**src/hw/rtl/pdw_pkg.sv**
```systemverilog
// Shared types, codes and constants of the progress deadline watchdog.
// No dependencies.
`timescale 1ns / 1ps
`default_nettype none

package pdw_pkg;

  localparam int TIME_BITS_DEF  = 48;
  localparam int PAGE_ITEMS_DEF = 128;

  localparam int CNT_W   = 24;           // secret / check counts
  localparam int MS_W    = 32;
  localparam int RATE_W  = 16;           // per-call and per-op allowances
  localparam int CALLS_W = 27;           // estimated db calls / crypto ops
  localparam int PROD_W  = CALLS_W + RATE_W;
  localparam int ALLOW_W = PROD_W + 1;   // fixed + two products
  localparam int OUT_DL_W = 49;

  localparam int DB_BASE = 64;

  // action codes
  localparam logic [2:0] ACT_TICK    = 3'd0;
  localparam logic [2:0] ACT_START   = 3'd1;
  localparam logic [2:0] ACT_PROG    = 3'd2;
  localparam logic [2:0] ACT_QUERY   = 3'd3;
  localparam logic [2:0] ACT_CLEANUP = 3'd4;

  // register indexes
  localparam logic [2:0] REG_STALL   = 3'd0;
  localparam logic [2:0] REG_CLEANUP = 3'd1;
  localparam logic [2:0] REG_FIXED   = 3'd2;
  localparam logic [2:0] REG_DB      = 3'd3;
  localparam logic [2:0] REG_CRYPTO  = 3'd4;
  localparam logic [2:0] REG_SECRET  = 3'd5;
  localparam logic [2:0] REG_CHECK   = 3'd6;
  localparam logic [2:0] REG_INV     = 3'd7;

  typedef struct packed {
    logic [MS_W-1:0]   stall_ms;
    logic [MS_W-1:0]   cleanup_ms;
    logic [MS_W-1:0]   fixed_ms;
    logic [RATE_W-1:0] db_call_ms;
    logic [RATE_W-1:0] crypto_op_ms;
    logic [CNT_W-1:0]  secret_total;
    logic [CNT_W-1:0]  check_total;
    logic              inventory_enable;
  } cfg_t;

  typedef struct packed {
    logic [OUT_DL_W-1:0] deadline_ms;
    logic                expired;
    logic                refused;
  } result_t;

endpackage

`default_nettype wire

```
**src/hw/rtl/progress_deadline_watchdog.sv**
```systemverilog
// Progress deadline watchdog: each accepted item's result is written to the result register;
// one item per cycle while the allowance is valid and the output is not stalled; the output
// register lets a new item in while the previous result is taken in the same cycle.
// After reset and after each config write the hard allowance is recomputed step by step
// (page counts, call/op estimates, products, sum); s_tready_o stays low meanwhile.
// Reset is asynchronous, active low; config registers take their documented defaults.
`timescale 1ns / 1ps
`default_nettype none

module progress_deadline_watchdog #(
  parameter int TIME_BITS  = pdw_pkg::TIME_BITS_DEF,
  parameter int PAGE_ITEMS = pdw_pkg::PAGE_ITEMS_DEF
) (
  input  wire logic        clk_i,
  input  wire logic        rst_ni,
  input  wire logic        s_tvalid_i,
  output logic             s_tready_o,
  input  wire logic [79:0] s_tdata_i,   // phase[15:0], position[47:16], call_ms[79:48]
  input  wire logic [2:0]  s_tuser_i,   // action[2:0]
  output logic             m_tvalid_o,
  input  wire logic        m_tready_i,
  output logic [55:0]      m_tdata_o,   // refused[0], expired[1], deadline_ms[50:2], zero pad
  input  wire logic        cfg_valid_i,
  output logic             cfg_ready_o,
  input  wire logic [2:0]  cfg_index_i,
  input  wire logic [31:0] cfg_data_i
);

  pdw_pkg::cfg_t    cfg_q;
  pdw_pkg::result_t res, res_q;
  logic             out_valid_q;
  logic             cfg_we, take, allow_valid;
  logic [pdw_pkg::ALLOW_W-1:0] allow;

  assign cfg_ready_o = 1'b1;
  assign cfg_we      = cfg_valid_i && cfg_ready_o;
  assign s_tready_o  = allow_valid && (!out_valid_q || m_tready_i);
  assign take        = s_tvalid_i && s_tready_o;

  always_ff @(posedge clk_i or negedge rst_ni) begin
    if (!rst_ni) begin
      cfg_q.stall_ms         <= 32'd30000;
      cfg_q.cleanup_ms       <= 32'd5000;
      cfg_q.fixed_ms         <= 32'd10000;
      cfg_q.db_call_ms       <= 16'd10;
      cfg_q.crypto_op_ms     <= 16'd5;
      cfg_q.secret_total     <= '0;
      cfg_q.check_total      <= '0;
      cfg_q.inventory_enable <= 1'b0;
    end else if (cfg_we) begin
      case (cfg_index_i)
        pdw_pkg::REG_STALL:   cfg_q.stall_ms         <= cfg_data_i;
        pdw_pkg::REG_CLEANUP: cfg_q.cleanup_ms       <= cfg_data_i;
        pdw_pkg::REG_FIXED:   cfg_q.fixed_ms         <= cfg_data_i;
        pdw_pkg::REG_DB:      cfg_q.db_call_ms       <= cfg_data_i[15:0];
        pdw_pkg::REG_CRYPTO:  cfg_q.crypto_op_ms     <= cfg_data_i[15:0];
        pdw_pkg::REG_SECRET:  cfg_q.secret_total     <= cfg_data_i[23:0];
        pdw_pkg::REG_CHECK:   cfg_q.check_total      <= cfg_data_i[23:0];
        pdw_pkg::REG_INV:     cfg_q.inventory_enable <= cfg_data_i[0];
        default: ;
      endcase
    end
  end

  pdw_allow #(.PAGE_ITEMS(PAGE_ITEMS)) u_allow (
    .clk_i, .rst_ni, .restart_i(cfg_we), .cfg_i(cfg_q),
    .valid_o(allow_valid), .allow_o(allow)
  );

  pdw_core #(.TIME_BITS(TIME_BITS)) u_core (
    .clk_i,
    .rst_ni,
    .take_i       (take),
    .action_i     (s_tuser_i),
    .phase_i      (s_tdata_i[15:0]),
    .position_i   (s_tdata_i[47:16]),
    .call_ms_i    (s_tdata_i[79:48]),
    .cfg_i        (cfg_q),
    .allow_i      (allow),
    .res_o        (res)
  );

  always_ff @(posedge clk_i or negedge rst_ni) begin
    if (!rst_ni) begin
      out_valid_q <= 1'b0;
    end else if (take) begin
      out_valid_q <= 1'b1;
    end else if (m_tready_i) begin
      out_valid_q <= 1'b0;
    end
  end

  always_ff @(posedge clk_i) begin
    if (take) res_q <= res;
  end

  assign m_tvalid_o = out_valid_q;
  assign m_tdata_o  = {5'b0, res_q};

endmodule

`default_nettype wire

```
**src/hw/rtl/pdw_page_div.sv**
```systemverilog
// Page count by reciprocal multiplication: registered floor(n / DIVISOR).
// Used for page counts of the hard allowance; no package dependency.
`timescale 1ns / 1ps
`default_nettype none

module pdw_page_div #(
  parameter int DIVISOR = 128,
  parameter int W       = 25
) (
  input  wire logic         clk_i,
  input  wire logic [W-1:0] n_i,
  output logic [W-1:0]      q_o
);

  // floor(n / d) = (n * M) >> K with M = ceil(2^K / d), exact for every W-bit n
  localparam int     LW = $clog2(DIVISOR);
  localparam int     K  = W + LW;
  localparam int     PW = K + W;
  localparam longint M  = ((longint'(1) << K) + longint'(DIVISOR) - longint'(1))
                          / longint'(DIVISOR);

  logic [PW-1:0] prod;
  logic [W-1:0]  quo_q;

  assign prod = PW'(n_i) * PW'(M);

  always_ff @(posedge clk_i) begin
    quo_q <= prod[K +: W];
  end

  assign q_o = quo_q;

endmodule

`default_nettype wire

```
**src/hw/rtl/pdw_allow.sv**
```systemverilog
// Hard allowance precompute: page counts, call/op estimates, products, sum.
// Depends on pdw_pkg and pdw_page_div. Restarts on every config write.
`timescale 1ns / 1ps
`default_nettype none

module pdw_allow #(
  parameter int PAGE_ITEMS = pdw_pkg::PAGE_ITEMS_DEF
) (
  input  wire logic                        clk_i,
  input  wire logic                        rst_ni,
  input  wire logic                        restart_i,
  input  wire pdw_pkg::cfg_t               cfg_i,
  output logic                             valid_o,
  output logic [pdw_pkg::ALLOW_W-1:0]      allow_o
);

  localparam int NW = pdw_pkg::CNT_W + 1;
  localparam int CW = pdw_pkg::CALLS_W;

  localparam logic [2:0] ST_LOAD = 3'd0;
  localparam logic [2:0] ST_DIV  = 3'd1;
  localparam logic [2:0] ST_MUL  = 3'd2;
  localparam logic [2:0] ST_ADD  = 3'd3;
  localparam logic [2:0] ST_IDLE = 3'd4;

  logic [2:0]  st_q, st_d;
  logic [NW-1:0] s_round, c_round, s_pages, c_pages;
  logic [CW-1:0] s_ext, c_ext, sp_ext, cp_ext;
  logic [CW-1:0] calls_q, ops_q;
  logic [pdw_pkg::PROD_W-1:0]  db_prod_q, op_prod_q;
  logic [pdw_pkg::ALLOW_W-1:0] allow_q;

  assign s_round = {1'b0, cfg_i.secret_total} + NW'(PAGE_ITEMS - 1);
  assign c_round = {1'b0, cfg_i.check_total} + NW'(PAGE_ITEMS - 1);

  // page counts are registered: valid from the cycle after ST_LOAD
  pdw_page_div #(.DIVISOR(PAGE_ITEMS), .W(NW)) u_sdiv (
    .clk_i, .n_i(s_round), .q_o(s_pages)
  );
  pdw_page_div #(.DIVISOR(PAGE_ITEMS), .W(NW)) u_cdiv (
    .clk_i, .n_i(c_round), .q_o(c_pages)
  );

  assign s_ext  = {{(CW - pdw_pkg::CNT_W){1'b0}}, cfg_i.secret_total};
  assign c_ext  = {{(CW - pdw_pkg::CNT_W){1'b0}}, cfg_i.check_total};
  assign sp_ext = {{(CW - NW){1'b0}}, s_pages};
  assign cp_ext = {{(CW - NW){1'b0}}, c_pages};

  always_comb begin
    st_d = st_q;
    if (restart_i) begin
      st_d = ST_LOAD;
    end else begin
      case (st_q)
        ST_LOAD: st_d = ST_DIV;
        ST_DIV:  st_d = ST_MUL;
        ST_MUL:  st_d = ST_ADD;
        ST_ADD:  st_d = ST_IDLE;
        ST_IDLE: st_d = ST_IDLE;
        default: st_d = ST_LOAD;
      endcase
    end
  end

  always_ff @(posedge clk_i or negedge rst_ni) begin
    if (!rst_ni) begin
      st_q <= ST_LOAD;
    end else begin
      st_q <= st_d;
    end
  end

  always_ff @(posedge clk_i) begin
    if (st_q == ST_DIV) begin
      calls_q <= CW'(pdw_pkg::DB_BASE) + s_ext + c_ext + (sp_ext << 1)
                 + (cp_ext << 1) + cp_ext;
      ops_q   <= (s_ext << 1) + s_ext + (c_ext << 2);
    end
    if (st_q == ST_MUL) begin
      db_prod_q <= calls_q * cfg_i.db_call_ms;
      op_prod_q <= ops_q * cfg_i.crypto_op_ms;
    end
    if (st_q == ST_ADD) begin
      allow_q <= {{(pdw_pkg::ALLOW_W - pdw_pkg::MS_W){1'b0}}, cfg_i.fixed_ms}
                 + {1'b0, db_prod_q} + {1'b0, op_prod_q};
    end
  end

  assign valid_o = (st_q == ST_IDLE);
  assign allow_o = allow_q;

endmodule

`default_nettype wire

```
**src/hw/rtl/pdw_core.sv**
```systemverilog
// Watchdog state and per-item decision logic, one item per cycle while take_i is high.
// Depends on pdw_pkg; the hard allowance comes precomputed from pdw_allow.
`timescale 1ns / 1ps
`default_nettype none

module pdw_core #(
  parameter int TIME_BITS = pdw_pkg::TIME_BITS_DEF
) (
  input  wire logic                        clk_i,
  input  wire logic                        rst_ni,
  input  wire logic                        take_i,
  input  wire logic [2:0]                  action_i,
  input  wire logic [15:0]                 phase_i,
  input  wire logic [31:0]                 position_i,
  input  wire logic [31:0]                 call_ms_i,
  input  wire pdw_pkg::cfg_t               cfg_i,
  input  wire logic [pdw_pkg::ALLOW_W-1:0] allow_i,
  output pdw_pkg::result_t                 res_o
);

  localparam int DW = ((TIME_BITS > pdw_pkg::ALLOW_W) ? TIME_BITS : pdw_pkg::ALLOW_W) + 1;

  logic [TIME_BITS-1:0] elapsed_q, elapsed_d;
  logic armed_q, armed_d, hard_q, hard_d, seen_q, seen_d, cl_on_q, cl_on_d;
  logic [DW-1:0] sdl_q, sdl_d, hdl_q, hdl_d, cdl_q, cdl_d;
  logic [15:0] lph_q, lph_d;
  logic [31:0] lpos_q, lpos_d;

  logic [DW-1:0] now, now_next, now_stall, now_hard, now_cl, now_pc, granted, prog_dl;
  logic exp_before, exp_after, stale, refused;

  function automatic logic is_exp(input logic armed, input logic cl_on, input logic hard,
                                  input logic [DW-1:0] t, input logic [DW-1:0] sdl,
                                  input logic [DW-1:0] hdl, input logic [DW-1:0] cdl);
    logic r;
    if (!armed) r = 1'b0;
    else if (cl_on) r = t >= cdl;
    else r = (t >= sdl) || (hard && t >= hdl);
    return r;
  endfunction

  assign now       = {{(DW - TIME_BITS){1'b0}}, elapsed_q};
  assign now_next  = {{(DW - TIME_BITS){1'b0}}, elapsed_d};
  assign now_stall = now + {{(DW - 32){1'b0}}, cfg_i.stall_ms};
  assign now_cl    = now + {{(DW - 32){1'b0}}, cfg_i.cleanup_ms};
  assign now_pc    = now + {{(DW - 32){1'b0}}, call_ms_i};
  assign now_hard  = now + {{(DW - pdw_pkg::ALLOW_W){1'b0}}, allow_i};
  assign prog_dl   = (hard_q && now_stall > hdl_q) ? hdl_q : now_stall;

  assign exp_before = is_exp(armed_q, cl_on_q, hard_q, now, sdl_q, hdl_q, cdl_q);
  assign stale = seen_q && ((phase_i < lph_q) || (phase_i == lph_q && position_i <= lpos_q));

  always_comb begin
    elapsed_d = elapsed_q;
    armed_d = armed_q;
    hard_d  = hard_q;
    seen_d  = seen_q;
    cl_on_d = cl_on_q;
    sdl_d   = sdl_q;
    hdl_d   = hdl_q;
    cdl_d   = cdl_q;
    lph_d   = lph_q;
    lpos_d  = lpos_q;
    refused = 1'b0;
    granted = '0;
    if (take_i) begin
      case (action_i)
        pdw_pkg::ACT_TICK: begin
          if (elapsed_q != '1) elapsed_d = elapsed_q + 1'b1;
        end
        pdw_pkg::ACT_START: begin
          armed_d = 1'b1;
          seen_d  = 1'b0;
          lph_d   = '0;
          lpos_d  = '0;
          cl_on_d = 1'b0;
          cdl_d   = '0;
          sdl_d   = now_stall;
          hard_d  = cfg_i.inventory_enable;
          hdl_d   = cfg_i.inventory_enable ? now_hard : '0;
          // now >= now + x only when x is zero
          refused = cfg_i.inventory_enable && (cfg_i.stall_ms == '0 || allow_i == '0);
        end
        pdw_pkg::ACT_PROG: begin
          if (!armed_q || exp_before || stale) begin
            refused = 1'b1;
          end else begin
            sdl_d  = prog_dl;
            lph_d  = phase_i;
            lpos_d = position_i;
            seen_d = 1'b1;
          end
        end
        pdw_pkg::ACT_QUERY: begin
          if (!armed_q || call_ms_i == '0 || exp_before) begin
            refused = 1'b1;
          end else begin
            granted = now_pc;
            if (cl_on_q) begin
              if (granted > cdl_q) granted = cdl_q;
            end else begin
              if (granted > sdl_q) granted = sdl_q;
              if (hard_q && granted > hdl_q) granted = hdl_q;
            end
          end
        end
        pdw_pkg::ACT_CLEANUP: begin
          if (!armed_q) begin
            refused = 1'b1;
          end else if (!cl_on_q) begin
            cdl_d   = now_cl;
            cl_on_d = 1'b1;
            refused = cfg_i.cleanup_ms == '0;
          end else begin
            refused = now >= cdl_q;
          end
        end
        default: refused = 1'b1;
      endcase
    end
  end

  assign exp_after = is_exp(armed_d, cl_on_d, hard_d, now_next, sdl_d, hdl_d, cdl_d);

  always_ff @(posedge clk_i or negedge rst_ni) begin
    if (!rst_ni) begin
      elapsed_q <= '0;
      armed_q   <= 1'b0;
      hard_q    <= 1'b0;
      seen_q    <= 1'b0;
      cl_on_q   <= 1'b0;
      sdl_q     <= '0;
      hdl_q     <= '0;
      cdl_q     <= '0;
      lph_q     <= '0;
      lpos_q    <= '0;
    end else begin
      elapsed_q <= elapsed_d;
      armed_q   <= armed_d;
      hard_q    <= hard_d;
      seen_q    <= seen_d;
      cl_on_q   <= cl_on_d;
      sdl_q     <= sdl_d;
      hdl_q     <= hdl_d;
      cdl_q     <= cdl_d;
      lph_q     <= lph_d;
      lpos_q    <= lpos_d;
    end
  end

  assign res_o.refused = refused;
  assign res_o.expired = exp_after;

  generate
    if (DW >= pdw_pkg::OUT_DL_W) begin : g_trunc
      assign res_o.deadline_ms = granted[pdw_pkg::OUT_DL_W-1:0];
    end else begin : g_ext
      assign res_o.deadline_ms = {{(pdw_pkg::OUT_DL_W - DW){1'b0}}, granted};
    end
  endgenerate

endmodule

`default_nettype wire

```
**config.mk**
```make
export PLATFORM = sky130hd
export DESIGN_NAME = progress_deadline_watchdog
export DESIGN_NICKNAME = d
export VERILOG_FILES = /design/src/hw/rtl/pdw_pkg.sv /design/src/hw/rtl/progress_deadline_watchdog.sv /design/src/hw/rtl/pdw_page_div.sv /design/src/hw/rtl/pdw_allow.sv /design/src/hw/rtl/pdw_core.sv
export SDC_FILE = /design/constraint.sdc
export NUM_CORES = 2
export LEC_CHECK = 0
export BUFFER_PORTS_ARGS = -buffer_cell sky130_fd_sc_hd__buf_2
export CAP_MARGIN = 5
export CORE_AREA = 5 5 414 416
export CTS_CLUSTER_DIAMETER = 100
export CTS_CLUSTER_SIZE = 16
export DETAILED_ROUTE_END_ITERATION = 8
export DIE_AREA = 0 0 419 421
export GPL_TIMING_DRIVEN = 0
export PLACE_DENSITY_LB_ADDON = 0.15
export SLEW_MARGIN = 10
export SYNTH_ARGS = -nofsm -noshare
export SYNTH_HDL_FRONTEND = slang
export SYNTH_SLANG_ARGS = --single-unit
export TNS_END_PERCENT = 20
```
**constraint.sdc**
```tcl
create_clock -name clk_i -period 26.6 [get_ports clk_i]
set_clock_uncertainty 0.2 [all_clocks]
set_input_delay 6.65 -clock clk_i [delete_from_list [all_inputs] [get_ports clk_i]]
set_output_delay 6.65 -clock clk_i [all_outputs]
set_load 0.05 [all_outputs]
```
==> impl_metrics.json <==
{
  "postRouteAntennaNets": 0,
  "ys.flop_type": "dfrtp_1",
  "final_nets": 11100,
  "synth_warnings": 0,
  "fin_crit_ns": 19.33,
  "synth_compound_area_share_pct": 13.8,
  "r2r-end": "m_tdata_o[28]",
  "final_common_cell": "inv_1",
  "grt_max_degree": 95,
  "worstSetupStartpointType": "input port",
  "layout_common_cells": "inv_1 (1140), ha_1 (1055), nand2_1 (1022)",
  "wl_met2_um": 138000,
  "synth_edf_count": 235,
  "slew_headroom_pct": 10.6,
  "yosys.area_share.adder_pct": 35.0,
  "dp_hpwl_um": 247000,
  "drive_above_1_share_pct": 6.68,
  "die_w_um": 419,
  "synth_seq_cells": 699,
  "grt_pass1_vias": 69600,
  "area_growth_pct": 6.92,
  "antenna_found_initial": 19,
  "max_freq_mhz": 51.7,
  "row_count": 150,
  "clkSinkCount": 699,
  "synth_xor_xnor_area_share_pct": 4.63,
  "yosys.area.top_type": "fa_1",
  "path_max_fanout": 10,
  "worst_path_largest_cell_delay_ns": 0.88,
  "grt_pass1_wl_um": 434000,
  "cts_buffers": 55,
  "synth-simple-area-share_pct": 14.1,
  "r2r_setup_slack_ns": 12.51,
  "async_reset_ff_share_pct": 61.2,
  "ios": 182,
  "post_drt_wl_per_cell_um": 25.7,
  "track_usage_pct": 32.7,
  "end_kind": "flop",
  "avgViaCountPerCell": 5.96,
  "setup_viol": 0,
  "place.port_buffers": 171,
  "finalHoldViolCount": 0,
  "fp.dieH_um": 421,
  "postSynthAreaPerCell_sq_um": 9.32,
  "initial_core_util_pct": 49.7,
  "cap_violations": 0,
  "place.gp.congestion": 1.04,
  "netlist_top_cells_area": "fa_1 (19%), ha_1 (16%), dfrtp_1 (12%), edfxtp_1 (8.5%), inv_1 (5.2%)",
  "netlist_area_sq_um": 82900,
  "multiInputGateArea_sq_um": 58900,
  "wl_met1_um": 116000,
  "drc": 0,
  "nFillCells": 15400,
  "clk_path_buf_depth": 3,
  "yosysSeqAreaShare_pct": 22.3,
  "core_area_sq_um": 167000,
  "drtIter0Drc": 4995,
  "wirelength_um": 293000,
  "cts_tree": "done",
  "reg2reg_depth": 37,
  "vias": 68000,
  "cp.arrival_ns": 19.57,
  "rsz0062_at_grt": "false",
  "synthCells": 8898,
  "hold_path_depth": 2,
  "hp-class": "flop to flop",
  "overflow": 0,
  "cts_root_buf": "clkbuf_16",
  "status": "finished clean",
  "synthDominantCellAreaShare_pct": 19.1,
  "wl_met3_um": 18700,
  "maxUsedRoutingLayer": "met5",
  "min_to": "m_tvalid_o",
  "holdCritStartpoint": "m_tvalid_o",
  "drt-pass1-iter-count": 6,
  "rr_startpoint": "u_core.elapsed_q[4]",
  "clk_latency_ns": 0.73,
  "cp.required_ns": 26.84,
  "setup_tns_ns": 0,
  "worst_pin_slew_ns": 1.33,
  "crit_slowest_cell": "nor2_1",
  "postCtsSetupBuffers": 0,
  "path_clk_slew_ns": 0.07,
  "crit_type": "input port to flop",
  "cts-resized-gates": 0,
  "seqCellArea_sq_um": 18500,
  "finalCritPeriodShare_pct": 72.7,
  "drv_slew": 0,
  "synth.mux.area_fraction_pct": 3.42,
  "synth_cell_types": 96,
  "cts_max_level": 2,
  "dieArea_sq_um": 176000,
  "synth_top_family_by_area": "adder cells",
  "ctsHoldBuffers": 0
}
logic make-up after synthesis:
family | count (synthesis)
adders and majority gates | 1845
xor gates and xnor gates | 435
muxes | 256
and+or+nand+nor | 2466
AOI/OAI and AO/OA | 1732
other | 2
buffers and inverters | 1463
DFF | 699
cell type report:
cell class	instances	share of cell area (%)
repair buffers	197	1.35
multi-input cells	6740	66.5
inverters	1141	4.83
diodes	12	0.0339
well taps	2204	3.11
clock buffers	84	1.69
clock inverters	15	0.195
plain buffers	322	1.42
flip-flops and latches	699	20.9
metrics by stage:
step	cells	hold slack (ns)	cell area, sq um	setup WS [ns]	utilization [%]
floorplan	8902	0.264	82900	11.98	-
global placement	11300	0.286	86500	6.09	51.9
detailed placement	11300	0.294	86900	7.12	52.1
CTS	11400	0.316	88600	7.91	53.1
global route	11400	0.355	88600	7.15	53.1
finish	11400	0.314	88600	7.27	53.1
routing by layer:
metal | track usage [%] | up-vias
met2 | 55.1 | 2547
li1 | - | 31000
met5 | 0 | -
met1 | 40.5 | 33700
met3 | 4.35 | 684
met4 | 18.7 | 8
flip-flops by register name, indices dropped and copies added (netlist names):
name,flops
u_allow.db_prod_q,43
u_allow.u_cdiv.q_o,18
u_allow.op_prod_q,43
u_core.sdl_q,49
u_allow.u_sdiv.q_o,18
u_core.lpos_q,32
u_allow.allow_o,44
u_core.elapsed_q,48
u_allow.ops_q,27
u_core.cdl_q,49
u_allow.calls_q,27
u_core.cl_on_q,1
cfg_q,177
u_core.seen_q,1
u_core.lph_q,16
u_core.hdl_q,49
u_core.armed_q,1
m_tdata_o,51
u_core.hard_q,1
m_tvalid_o,1
u_allow.st_q,3
cell usage after synthesis (all sizes together), types with 13 or more instances:
library cell / n
inv: 1141
ha: 1055
nand2: 1022
fa: 790
a21oi: 482
dfrtp: 407
nor2: 379
xnor2: 301
o21ai: 297
and2: 293
clkbuf: 284
edfxtp: 235
mux2: 217
a21o: 210
nand3: 189
nand4: 140
xor2: 134
nor3: 107
a211oi: 100
o21a: 92
o31ai: 78
and3: 64
nand2b: 64
a22oi: 62
o21bai: 59
nor4: 57
a31oi: 55
nor2b: 48
o211ai: 40
mux2i: 39
buf: 38
dfxtp: 36
a221oi: 29
or3: 25
o31a: 22
dfstp: 21
o221a: 21
o22ai: 21
a221o: 20
nor3b: 17
and4: 16
a2111oi: 15
or2: 15
a211o: 13
worst max-delay path: cells and delay by family:
family          cells  cell delay [ns]
compound gates     10             2.86
xor+xnor            1             0.61
fa+ha+maj           3             1.07
buf+inv            10             4.41
simple gates       14             3.89
worst max-delay path by stage:
stage | cells past startpoint | end | startpoint | slack, ns
floorplan | 35 | m_tdata_o[37] | s_tdata_i[48] | 11.98
global route | 36 | m_tdata_o[28] | s_tdata_i[48] | 7.15
global placement | 37 | m_tdata_o[34] | s_tdata_i[52] | 6.09
CTS | 36 | m_tdata_o[34] | s_tdata_i[48] | 7.91
detailed placement | 36 | m_tdata_o[34] | s_tdata_i[48] | 7.12
finish | 38 | m_tdata_o[28] | s_tdata_i[52] | 7.27
Power is not shown: default switching activity piles up to over one toggle a cycle in this logic, so the estimate is an artifact.
